[src/rtl/core/acwa_pkg.sv]
// Shared sizes and lane control type for the capture window averager.
`default_nettype none
package acwa_pkg;

    // Window geometry and sample width
    localparam int WINDOW_LEN  = 8;
    localparam int SAMPLE_BITS = 16;

    // Derived widths
    localparam int HEAD_BITS = (WINDOW_LEN > 1) ? $clog2(WINDOW_LEN) : 1;
    localparam int CNT_BITS  = $clog2(WINDOW_LEN + 1);
    localparam int SUM_BITS  = SAMPLE_BITS + $clog2(WINDOW_LEN);
    localparam int STEP_BITS = $clog2(SUM_BITS + 1);

    // Request kinds carried on tuser
    localparam logic REQ_SAMPLE = 1'b0;
    localparam logic REQ_TICK   = 1'b1;

    // Control from the sequencer to every lane
    typedef struct packed {
        logic                 load;    // apply a beat to ring and sum
        logic                 sample;  // 1: store new value, 0: clear head slot
        logic [HEAD_BITS-1:0] head;    // slot addressed by this beat
        logic                 step;    // one restoring divide step
    } lane_ctrl_t;

endpackage
`default_nettype wire

[src/rtl/core/acwa_lane.sv]
// One channel lane: ring slots, running sum and bit-serial divider.
`default_nettype none
module acwa_lane (
    input  wire logic                         aclk,
    input  wire logic                         aresetn,
    input  wire acwa_pkg::lane_ctrl_t         ctrl,
    input  wire logic [acwa_pkg::SAMPLE_BITS-1:0] sample_in,
    input  wire logic [acwa_pkg::CNT_BITS-1:0]    divisor,
    output logic      [acwa_pkg::SAMPLE_BITS-1:0] quotient
);

    logic [acwa_pkg::SAMPLE_BITS-1:0] slot_reg [acwa_pkg::WINDOW_LEN];
    logic [acwa_pkg::SUM_BITS-1:0]    sum_reg, sum_next;
    logic [acwa_pkg::SUM_BITS-1:0]    quo_reg, quo_next;
    logic [acwa_pkg::CNT_BITS-1:0]    rem_reg, rem_next;
    logic [acwa_pkg::SAMPLE_BITS-1:0] stored;
    logic [acwa_pkg::CNT_BITS:0]      trial;

    // New slot content and updated sum
    always_comb begin
        stored   = ctrl.sample ? sample_in : '0;
        sum_next = sum_reg - acwa_pkg::SUM_BITS'(slot_reg[ctrl.head])
                   + acwa_pkg::SUM_BITS'(stored);
    end

    // Restoring divide step: shift in top dividend bit, try subtract
    always_comb begin
        trial    = {rem_reg, quo_reg[acwa_pkg::SUM_BITS-1]};
        quo_next = {quo_reg[acwa_pkg::SUM_BITS-2:0], 1'b0};
        rem_next = trial[acwa_pkg::CNT_BITS-1:0];
        if (trial >= {1'b0, divisor}) begin
            quo_next[0] = 1'b1;
            rem_next    = acwa_pkg::CNT_BITS'(trial - {1'b0, divisor});
        end
    end

    // Ring and sum, cleared at reset
    always_ff @(posedge aclk) begin
        if (!aresetn) begin
            for (int i = 0; i < acwa_pkg::WINDOW_LEN; i++) begin
                slot_reg[i] <= '0;
            end
            sum_reg <= '0;
        end else if (ctrl.load) begin
            slot_reg[ctrl.head] <= stored;
            sum_reg             <= sum_next;
        end
    end

    // Divider datapath
    always_ff @(posedge aclk) begin
        if (ctrl.load) begin
            quo_reg <= sum_next;
            rem_reg <= '0;
        end else if (ctrl.step) begin
            quo_reg <= quo_next;
            rem_reg <= rem_next;
        end
    end

    // Average is the low SAMPLE_BITS bits of the quotient
    assign quotient = quo_reg[acwa_pkg::SAMPLE_BITS-1:0];

endmodule
`default_nettype wire

[src/rtl/core/acwa_merge.sv]
// Merging stage: joins both lane results into the output register.
`default_nettype none
module acwa_merge (
    input  wire logic                             aclk,
    input  wire logic                             aresetn,
    input  wire logic                             capture,
    input  wire logic [acwa_pkg::SAMPLE_BITS-1:0] pulse_q,
    input  wire logic [acwa_pkg::SAMPLE_BITS-1:0] period_q,
    output logic                                  free,
    output logic                                  m_tvalid,
    input  wire logic                             m_tready,
    output logic      [31:0]                      m_tdata
);

    logic        valid_reg;
    logic [31:0] data_reg;

    // Room for a new result when empty or being drained this cycle
    assign free = !valid_reg || m_tready;

    always_ff @(posedge aclk) begin
        if (!aresetn) begin
            valid_reg <= 1'b0;
        end else if (capture) begin
            valid_reg <= 1'b1;
        end else if (m_tready) begin
            valid_reg <= 1'b0;
        end
    end

    always_ff @(posedge aclk) begin
        if (capture) begin
            data_reg <= {period_q, pulse_q};
        end
    end

    assign m_tvalid = valid_reg;
    assign m_tdata  = data_reg;

endmodule
`default_nettype wire

[src/rtl/core/aging_capture_window_average.sv]
// Top level: sequencer, two channel lanes and the merging stage.
//
// Moving average of pulse and period captures over an 8-slot ring with
// expiry. A sample beat (tuser = 0) replaces the head slot; a timeout beat
// (tuser = 1) clears it and drops the entry count, and is dropped without a
// result when at most one entry remains. Every other beat yields one result
// holding both averages, each sum divided by the entry count and rounded
// down. Once a beat is taken, both lanes run a restoring divide of 19
// steps in parallel, one quotient bit per cycle, then the result moves to
// the output register when the merging stage has room; no new beat is taken
// until then. An ignored timeout keeps the input ready. The ring is cleared by reset.
`default_nettype none
module aging_capture_window_average (
    input  wire logic        aclk,
    input  wire logic        aresetn,
    input  wire logic        s_tvalid,
    output logic             s_tready,
    input  wire logic [31:0] s_tdata,   // pulse_count[15:0], period_count[31:16]
    input  wire logic        s_tuser,   // req_type
    output logic             m_tvalid,
    input  wire logic        m_tready,
    output logic      [31:0] m_tdata    // avg_pulse[15:0], avg_period[31:16]
);

    localparam logic [1:0] ST_IDLE = 2'd0;
    localparam logic [1:0] ST_DIV  = 2'd1;
    localparam logic [1:0] ST_DONE = 2'd2;

    logic [1:0]                       state_reg, state_next;
    logic [acwa_pkg::HEAD_BITS-1:0]   head_reg, head_next;
    logic [acwa_pkg::CNT_BITS-1:0]    count_reg, count_next;
    logic [acwa_pkg::STEP_BITS-1:0]   step_reg, step_next;
    logic                             accept, act, capture, free;
    acwa_pkg::lane_ctrl_t             ctrl;
    logic [acwa_pkg::SAMPLE_BITS-1:0] pulse_q, period_q;

    assign s_tready = (state_reg == ST_IDLE);
    assign accept   = s_tvalid && s_tready;
    // Timeout with at most one entry is swallowed
    assign act      = accept && !(s_tuser == acwa_pkg::REQ_TICK
                                  && count_reg <= acwa_pkg::CNT_BITS'(1));
    assign capture  = (state_reg == ST_DONE) && free;

    // Lane control
    always_comb begin
        ctrl.load   = act;
        ctrl.sample = (s_tuser == acwa_pkg::REQ_SAMPLE);
        ctrl.head   = head_reg;
        ctrl.step   = (state_reg == ST_DIV);
    end

    // Head, count and sequencer
    always_comb begin
        head_next  = head_reg;
        count_next = count_reg;
        step_next  = step_reg;
        state_next = state_reg;
        unique case (state_reg)
            ST_IDLE: begin
                if (act) begin
                    head_next = (head_reg == acwa_pkg::HEAD_BITS'(acwa_pkg::WINDOW_LEN - 1))
                                ? '0 : head_reg + 1'b1;
                    if (s_tuser == acwa_pkg::REQ_SAMPLE) begin
                        if (count_reg < acwa_pkg::CNT_BITS'(acwa_pkg::WINDOW_LEN)) begin
                            count_next = count_reg + 1'b1;
                        end
                    end else begin
                        count_next = count_reg - 1'b1;
                    end
                    step_next  = '0;
                    state_next = ST_DIV;
                end
            end
            ST_DIV: begin
                step_next = step_reg + 1'b1;
                if (step_reg == acwa_pkg::STEP_BITS'(acwa_pkg::SUM_BITS - 1)) begin
                    state_next = ST_DONE;
                end
            end
            ST_DONE: begin
                if (free) begin
                    state_next = ST_IDLE;
                end
            end
            default: begin
                state_next = ST_IDLE;
            end
        endcase
    end

    always_ff @(posedge aclk) begin
        if (!aresetn) begin
            state_reg <= ST_IDLE;
            head_reg  <= '0;
            count_reg <= '0;
            step_reg  <= '0;
        end else begin
            state_reg <= state_next;
            head_reg  <= head_next;
            count_reg <= count_next;
            step_reg  <= step_next;
        end
    end

    // Pulse channel
    acwa_lane u_lane_pulse (
        .aclk      (aclk),
        .aresetn   (aresetn),
        .ctrl      (ctrl),
        .sample_in (s_tdata[15:0]),
        .divisor   (count_reg),
        .quotient  (pulse_q)
    );

    // Period channel
    acwa_lane u_lane_period (
        .aclk      (aclk),
        .aresetn   (aresetn),
        .ctrl      (ctrl),
        .sample_in (s_tdata[31:16]),
        .divisor   (count_reg),
        .quotient  (period_q)
    );

    acwa_merge u_merge (
        .aclk     (aclk),
        .aresetn  (aresetn),
        .capture  (capture),
        .pulse_q  (pulse_q),
        .period_q (period_q),
        .free     (free),
        .m_tvalid (m_tvalid),
        .m_tready (m_tready),
        .m_tdata  (m_tdata)
    );

endmodule
`default_nettype wire

[config.mk]
export PLATFORM = sky130hd
export DESIGN_NAME = aging_capture_window_average
export DESIGN_NICKNAME = d
export VERILOG_FILES = /design/src/rtl/core/acwa_pkg.sv /design/src/rtl/core/acwa_lane.sv /design/src/rtl/core/acwa_merge.sv /design/src/rtl/core/aging_capture_window_average.sv
export SDC_FILE = /design/constraint.sdc
export NUM_CORES = 1
export LEC_CHECK = 0
export BUFFER_PORTS_ARGS = -buffer_cell sky130_fd_sc_hd__buf_2
export CAP_MARGIN = 30
export CORE_ASPECT_RATIO = 1.4
export CORE_UTILIZATION = 45
export CTS_CLUSTER_DIAMETER = 100
export CTS_CLUSTER_SIZE = 24
export DETAILED_ROUTE_END_ITERATION = 10
export PLACE_DENSITY = 0.7
export SLEW_MARGIN = 15
export SYNTH_ARGS = -nofsm -noshare
export SYNTH_HDL_FRONTEND = slang
export SYNTH_SLANG_ARGS = --single-unit
export TNS_END_PERCENT = 20
[constraint.sdc]
create_clock -name aclk -period 5.6 [get_ports aclk]
set_clock_uncertainty 0.05 [all_clocks]
set_input_delay 1.12 -clock aclk [delete_from_list [all_inputs] [get_ports aclk]]
set_output_delay 1.12 -clock aclk [all_outputs]
set_load 0.005 [all_outputs]
* Word level (Yosys, flattened, before mapping)
Memories as Yosys holds them, arrays and structs flattened. A register that Yosys moved wholly into a read port is not among the register bits. Index checks and enable logic that the tools add are counted.
Cells by class: multiplexer cells 35, order comparisons 4, add/sub/neg operators 10, equality and inequality tests 7, reductions and logical operators 18
Operator list (number):
- $mux 19 | 4
- $mux 16 | 4
- $add 19x16->19 | 2
- $sub 19x16->19 | 2
- $reduce_or 16->1 | 2
- $mux 3 | 7
- $mux 4 | 4
- $ge 5x4->1 | 2
- $mux 1 | 10
- $pmux 5 s2 | 1
- $reduce_bool 2->1 | 4
- $sub 4x4->4 | 2
- $mux 2 | 3
- $pmux 2 s3 | 1
- $reduce_and 3->1 | 2
- $add 5x1->5 const B | 1
- $eq 5x5->1 const B | 1
- $mux 5 | 1
- $add 4x1->4 const B | 1
- $le 4x1->1 const B | 1
- $logic_and 1x1->1 | 4
- $lt 4x4->1 const B | 1
- $ne 2x1->1 const B | 2
- $reduce_and 2->1 | 2
- 9 further kinds | 10
Word-level totals: output and inout bits 34, bits in registers 131, logic and storage cells 88, memories 2, memory bits (writable) 256
Memory list:
- u_lane_period.slot_reg | words 8, width 16, rd ports 1, clocked after memory_dff 1, wr ports 8, line acwa_lane.sv:12 | logic [acwa_pkg::SAMPLE_BITS-1:0] slot_reg [acwa_pkg::WINDOW_LEN];
- u_lane_pulse.slot_reg | words 8, width 16, rd ports 1, clocked after memory_dff 1, wr ports 8, line acwa_lane.sv:12

* Longest topological paths before layout
Gate-level depths: netlist of run 1.
word-level depth 9, depth in mapped cells 16, mapped depth without buffers 14

* Hierarchy
Synthesis of run 1 repeated with hierarchy kept, for this count alone.
Second synthesis, totals: cells, all modules 1754, area total of the unflattened synthesis 19288.5 um^2
By module, submodules not included:
- acwa_lane at u_lane_period | area an instance 8765.9 um^2, seq. area each 4874.7 um^2, times used 1, cells an instance 808
- acwa_lane at u_lane_pulse | area an instance 8724.6 um^2, seq. area each 4874.7 um^2, times used 1, cells an instance 822
- acwa_merge | area an instance 1009.7 um^2, seq. area each 980.9 um^2, times used 1, cells an instance 36
- aging_capture_window_average | area an instance 788.3 um^2, seq. area each 280.3 um^2, times used 1, cells an instance 88

* Worst setup path after synthesis of run 1
Ideal clock, no wire load.
kind input -> register, from input port s_tuser, to register u_lane_period.quo_reg[17] (netlist bit), data pin, path slack 1192 ps, data required time 5290 ps, arrival 4098 ps, buffers on the path 3, stages 14, setup time 260 ps, cells stage by stage clkbuf_1 > clkbuf_1 > nand2b_1 > clkbuf_1 > inv_1 > fa_1 > ha_1 > nand2_1 > or3b_1 > a21oi_2 > o21ai_1 > a221o_1 > mux2i_1 > nand2_1
Between the ends: elaborated cells on any way between the ends 6, classes of those cells 1 x add/sub; 2 x mux; 3 x reduce/logical
RTL lines:
- start, declared | line aging_capture_window_average.sv:19 | input wire logic s_tuser,
- $mux 16 | line acwa_lane.sv:21 | stored = ctrl.sample ? sample_in : '0;
- net u_lane_period.stored (one bit) | line acwa_lane.sv:16 | logic [acwa_pkg::SAMPLE_BITS-1:0] stored;
- $add 19x16->19 | line acwa_lane.sv:23 | + acwa_pkg::SUM_BITS'(stored);
- $mux 19 | line acwa_lane.sv:52 | if (ctrl.load) begin
- end signal, assigned | line acwa_lane.sv:53 | quo_reg <= sum_next;
- end signal, assigned | line acwa_lane.sv:56 | quo_reg <= quo_next;
- end, declared | line acwa_lane.sv:14 | logic [acwa_pkg::SUM_BITS-1:0] quo_reg, quo_next;
The timed path passes the listed nets, and every way through them passes these cells. A chain may end at the register's enable or synchronous reset.

==> impl_metrics.env, run 1 <==
export IMPL_drt_met1_wl_um=17400
export IMPL_cts_root_buffer="clkbuf_16"
export IMPL_final_antenna_net_count=0
export IMPL_ctsResizeCount=0
export IMPL_path_buf_inv=2
export IMPL_die_x_um=176
export IMPL_highest_layer="met4"
export IMPL_run_status="finished clean"
export IMPL_yosys_area_share_simple=0.129
export IMPL_hold_buffers=0
export IMPL_crit_arrival_ns=4.94
export IMPL_drt_iter0_markers=1022
export IMPL_fin_crit_ns=4.54
export IMPL_dp_hpwl_um=27600
export IMPL_synth_fa_ha_area_frac=0.0704
export IMPL_insertion_delay_ns=0.55
export IMPL_synth_yosys_seq_area_share=0.580
export IMPL_drive_above_1_share=0.143
export IMPL_synth_distinct_cells=62
export IMPL_fin_util=0.495
export IMPL_tightest_slew_ns=0.804
export IMPL_gp_congestion=0.886
export IMPL_grt_pass1_wl_um=67600
export IMPL_rows=88
export IMPL_nNetsFinal=1745
export IMPL_finalSetupTns_ns=0
export IMPL_ys_flop_type="edfxtp_1"
export IMPL_core_um2=41500
export IMPL_p_total_uw=8310
export IMPL_synthXorXnorAreaFrac=0.0138
export IMPL_max_freq_mhz=220
export IMPL_clockBufferDepth=3
export IMPL_end_kind="flip-flop"
export IMPL_ys_seq_elements=390
export IMPL_period_share=0.811
export IMPL_final_common_cell="edfxtp_1"
export IMPL_async_flop_share=0
export IMPL_drcViolationCount=0
export IMPL_synth_top_family_by_area="simple AND/OR/NAND/NOR gates"
export IMPL_io_pins=71
export IMPL_dr_pass1_iters=4
export IMPL_via_count=12100
export IMPL_drt_wl_total_um=43100
export IMPL_maxCapViolCount=0
export IMPL_syn_inst=1613
export IMPL_cts_sinks=390
export IMPL_power_density_nw_per_um2=404
export IMPL_postSynthAreaPerCell_um2=11.8
export IMPL_cp_slowest_stage_delay_ns=0.70
export IMPL_vias_per_cell=5.55
export IMPL_fin_hold_ws_ns=0.410
export IMPL_synth_edf_count=326
export IMPL_grt_total_usage=0.204
export IMPL_area_delta_synth_final_pct=7.78
export IMPL_mostFrequentLayoutCells="edfxtp_1 (326), nor2_1 (313), nand2_1 (141)"
export IMPL_yosys_warnings=0
export IMPL_io_buffer_count=70
export IMPL_synth_nets=1737
export IMPL_setup_viol=0
export IMPL_max_slew_margin=0.464
export IMPL_wl_met2_um=22100
export IMPL_clk_pin_slew_ns=0.11
export IMPL_grt_pass1_vias=12100
export IMPL_cts_setup_buffers=0
export IMPL_rsz0062_at_grt="false"
export IMPL_required_ns=6.00
export IMPL_ir_worst_vdd_mv=0.254
export IMPL_worstHoldPathType="reg2reg"
export IMPL_numCtsBuffers=20
export IMPL_cpMaxStageDelayCell="dfxtp_4"
export IMPL_dieArea_um2=43200
export IMPL_final_max_slew_viol_count=0
export IMPL_cp_start_kind="flip-flop"
export IMPL_initial_utilization=0.460
export IMPL_path_cells="buf_4 > mux4_2 > mux2_2 > fa_1 > inv_1 > ha_1 > and3_1 > nand3_1 > a211oi_1 > nand3b_1 > a31oi_1 > or4_1 > o311ai_1"
export IMPL_hold_violations=0
export IMPL_met3_length_um=2770
export IMPL_die_h_um=246
export IMPL_overflow=0
export IMPL_syn_area_um2=19100
export IMPL_ctsHtreeMaxLevel=1
export IMPL_crit_family="simple AND/OR/NAND/NOR gates"
export IMPL_post_drt_wl_per_cell_um=19.8
export IMPL_synth_compound_area_frac=0.0611
export IMPL_yosys_mux_area_fraction=0.0977
export IMPL_crit_type="reg2reg"
export IMPL_cts_tree="yes"
export IMPL_leakage_uw=0.00775
export IMPL_antenna_found_initial=1
export IMPL_grt_max_degree=111
export IMPL_crit_fanout=25
==> through the flow <==
step	cell area (um^2)	worst slack [ns]	instances
floorplan	19100	1.19	1613
global placement	19900	0.802	2138
detailed placement	19900	0.720	2138
CTS	20500	1.00	2174
global route	20600	0.774	2175
finish	20600	1.06	2176
==> cell usage after synthesis, types with 3 or more instances <==
library cell,count,share of area
fa_1,34,0.036
nand3_1,25,0.0066
xnor2_1,16,0.0073
nor2_1,313,0.062
o31ai_1,3,0.0012
mux2_2,33,0.019
nand3b_1,3,0.0012
inv_1,120,0.024
nor3_1,5,0.0013
clkbuf_1,77,0.015
and2_1,4,0.0013
o21ai_0,43,0.011
nand2b_1,38,0.012
mux4_2,64,0.076
ha_1,53,0.035
nor2b_1,10,0.0033
nand4_1,8,0.0026
buf_2,28,0.0073
xor2_1,14,0.0064
buf_1,6,0.0012
edfxtp_1,326,0.51
and3_1,8,0.0026
a31oi_1,12,0.0039
o211ai_1,5,0.0020
or4_1,4,0.0016
dfxtp_1,64,0.067
a21oi_1,84,0.022
or3_1,7,0.0023
a21o_1,12,0.0047
mux2i_1,5,0.0026
nand2_1,142,0.028
a211oi_1,6,0.0024
==> final cells by class <==
cell class | count | area, um^2
diodes | 1 | 2.50
repair buffers | 98 | 643
well taps | 540 | 676
fillers | 3600 | 20900
flip-flops and latches | 390 | 11100
multi-input cells | 991 | 7120
inverters | 120 | 450
clock buffers | 35 | 578
clock inverters | 1 | 20.0
==> kinds of logic after synthesis <==
kind of cell / Yosys count
AOI/OAI and AO/OA: 195
xor gates and xnor gates: 30
adders and majority gates: 87
buffers and inverters: 232
DFF: 390
muxes: 102
and+or+nand+nor: 577
==> path summary, 6_finish.rpt <==
path                                                start  slack [ns]                        to  cells past startpoint
worst max-delay path                            flip-flop        1.06  u_lane_pulse.sum_reg[15]                     13
worst min-delay path            u_lane_period.quo_reg[13]        0.41       u_merge.m_tdata[29]                      0
worst max register to register                  flip-flop        1.06  u_lane_pulse.sum_reg[15]                     13
worst min register to register  u_lane_period.quo_reg[13]        0.41       u_merge.m_tdata[29]                      0
==> routing by layer <==
metal / vias to the layer above / global-route usage
met4: 0 / 0.0529
met1: 5991 / 0.267
li1: 5622 / -
met3: 56 / 0.0220
met5: - / 0
met2: 410 / 0.358
==> report_power, final <==
part,switching (uW),total (uW),internal [uW]
combinational,1740,2940,1200
sequential,181,3730,3550
clock,915,1640,720
No activity file was read; power rests on OpenSTA's default activity.
==> inputs of run 2 (changes only) <==
- PLACE_DENSITY: 0.7 -> 0.72
- clock period: 5.6 -> 3.8 ns (I/O delays scaled with it)
==> run 2 against run 1 <==
Effect of this change: the run now ends with setup timing left; count of clock-buffer cells in the layout unchanged; die area unchanged; sequential power increased by 47%; flip-flop and latch count unchanged; critical path depth increased by 1; fmax increased by 15%; critical endpoint is now u_lane_pulse.quo_reg[18]; largest cell class unchanged; highest routed layer unchanged.
==> impl_metrics.env, run 2 (synthesis results as in run 1) <==
export IMPL_max_slew_margin=0.464
export IMPL_grt_pass1_wl_um=72800
export IMPL_area_delta_synth_final_pct=18.7
export IMPL_leakage_uw=0.00868
export IMPL_hp_start="u_lane_pulse.quo_reg[7]"
export IMPL_crit_family="simple AND/OR/NAND/NOR gates"
export IMPL_crit_arrival_ns=4.32
export IMPL_clk_pin_slew_ns=0.10
export IMPL_place_ws_ns=-0.264
export IMPL_required_ns=4.16
export IMPL_dieArea_um2=43200
export IMPL_initial_utilization=0.460
export IMPL_nNetsFinal=1908
export IMPL_drt_iter0_markers=1258
export IMPL_clockBufferDepth=3
export IMPL_final_common_cell="edfxtp_1"
export IMPL_crit_fanout=6
export IMPL_cp_slowest_stage_delay_ns=0.55
export IMPL_die_x_um=176
export IMPL_io_pins=71
export IMPL_numCtsBuffers=20
export IMPL_die_h_um=246
export IMPL_ctsHtreeMaxLevel=1
export IMPL_min_to="u_merge.m_tdata[7]"
export IMPL_fin_hold_ws_ns=0.405
export IMPL_timing_final_ws_setup_ns=-0.159
export IMPL_drt_wl_total_um=46100
export IMPL_maxCapViolCount=0
export IMPL_tightest_slew_ns=0.803
export IMPL_violations="setup timing"
export IMPL_path_buf_inv=3
export IMPL_end_kind="flip-flop"
export IMPL_r2r_cells=14
export IMPL_rsz0062_at_grt="true"
export IMPL_dr_pass1_iters=5
export IMPL_vias_per_cell=5.57
export IMPL_fill_cells=3272
export IMPL_antenna_found_initial=0
export IMPL_grt_pass1_vias=13400
export IMPL_core_um2=41500
export IMPL_power_density_nw_per_um2=631
export IMPL_dp_hpwl_um=30300
export IMPL_reg2reg_slack_ns=-0.16
export IMPL_post_drt_wl_per_cell_um=19.7
export IMPL_max_freq_mhz=253
export IMPL_hold_buffers=0
export IMPL_cpMaxStageDelayCell="or4_4"
export IMPL_drcViolationCount=0
export IMPL_drive_above_1_share=0.272
export IMPL_grt_total_usage=0.217
export IMPL_rows=88
export IMPL_crit_type="reg2reg"
export IMPL_ir_worst_vdd_mv=0.314
export IMPL_via_count=13000
export IMPL_cts_root_buffer="clkbuf_16"
export IMPL_final_antenna_net_count=0
export IMPL_mostFrequentLayoutCells="edfxtp_1 (326), nor2_1 (312), buf_4 (168)"
export IMPL_path_cells="buf_6 > buf_4 > mux4_2 > mux2_4 > fa_1 > inv_1 > ha_4 > and3_1 > and3_1 > o211ai_1 > nand3_1 > mux2i_2 > or4_4 > nand3_1"
export IMPL_setup_viol=15
export IMPL_io_buffer_count=70
export IMPL_grt_max_degree=52
export IMPL_gp_congestion=0.912
export IMPL_insertion_delay_ns=0.55
export IMPL_cts_sinks=390
export IMPL_path_depth=14
export IMPL_cts_tree="yes"
export IMPL_hold_violations=0
export IMPL_period_share=1.04
export IMPL_cp_start_kind="flip-flop"
export IMPL_fin_crit_ns=3.96
export IMPL_r2r_end="u_lane_pulse.quo_reg[18]"
export IMPL_final_max_slew_viol_count=0
export IMPL_whs_path_depth=0
export IMPL_overflow=0
export IMPL_worstHoldPathType="reg2reg"
export IMPL_run_status="finished, violations left"
==> run 2: changes by cell type in the layout (fill, tap and decap cells not counted), moves of 5 or more <==
cell | before | now
buf_6 | 0 | 7
a21oi_1 | 84 | 61
o21ai_1 | 2 | 8
mux2_2 | 33 | 17
o21ai_0 | 43 | 35
ha_4 | 0 | 26
ha_1 | 53 | 26
inv_2 | 0 | 7
a21oi_2 | 2 | 20
inv_1 | 120 | 113
buf_4 | 22 | 168
buf_12 | 5 | 13
a21oi_4 | 0 | 5
mux2_4 | 0 | 16
==> run 2: final cells by class <==
class / instances / area, um^2 / share of cell area
timing repair buffer: 261 / 2020 / 0.0892
clock inverter: 1 / 20.0 / 0.000884
clock buffer: 35 / 578 / 0.0255
sequential: 390 / 11100 / 0.489
inverter: 120 / 450 / 0.0199
antenna: 1 / 2.50 / 0.000110
tap: 540 / 676 / 0.0298
multi-input combinational: 991 / 7830 / 0.346
==> run 2: layer usage <==
| layer | vias up | routed length (um) | GRT usage |
|---|---|---|---|
| li1 | 5953 | - | - |
| met1 | 6482 | 18200 | 0.272 |
| met2 | 504 | 23800 | 0.385 |
| met3 | 89 | 2940 | 0.0257 |
| met4 | 0 | 1260 | 0.0734 |
| met5 | - | 0 | 0 |
==> run 2: how the worst max path moves through the flow <==
| stage | endpoint | startpoint |
|---|---|---|
| finish | u_lane_pulse.quo_reg[18] | flip-flop |
| global route | u_lane_pulse.quo_reg[18] | flip-flop |
| CTS | u_lane_period.quo_reg[17] | flip-flop |
| detailed placement | u_lane_period.quo_reg[18] | flip-flop |
| global placement | u_lane_period.quo_reg[18] | flip-flop |
| floorplan | u_lane_period.quo_reg[18] | flip-flop |
==> run 2: what timing repair did <==
item | CTS | global route
pin swaps | 39 | 24
resized for setup | 94 | 38
setup endpoints to repair | 32 | 44
endpoints found under the hold margin | 0 | 0
cloned | 1 | 0
buffers inserted | 20 | 2
==> run 2: power by group <==
part	total (uW)	internal (uW)	leakage (uW)	switching [uW]
registers	5490	5230	0.00383	262
logic	6400	3110	0.00456	3290
clock network	2400	1060	0.000285	1340
==> run 2: stage by stage <==
| step | total power, uW | TNS [ns] | utilization | std cells | area [um^2] |
|---|---|---|---|---|---|
| final | 14300 | -1.11 | 0.546 | 2339 | 22600 |
| after global routing | 15100 | -4.58 | 0.546 | 2338 | 22600 |
| after CTS | 14000 | -1.31 | 0.540 | 2336 | 22400 |
| after detailed placement | 10900 | -2.48 | 0.509 | 2279 | 21100 |
| after global placement | 10700 | -1.36 | 0.509 | 2279 | 21100 |
| after floorplan | 9010 | -0.0323 | - | 1613 | 19200 |
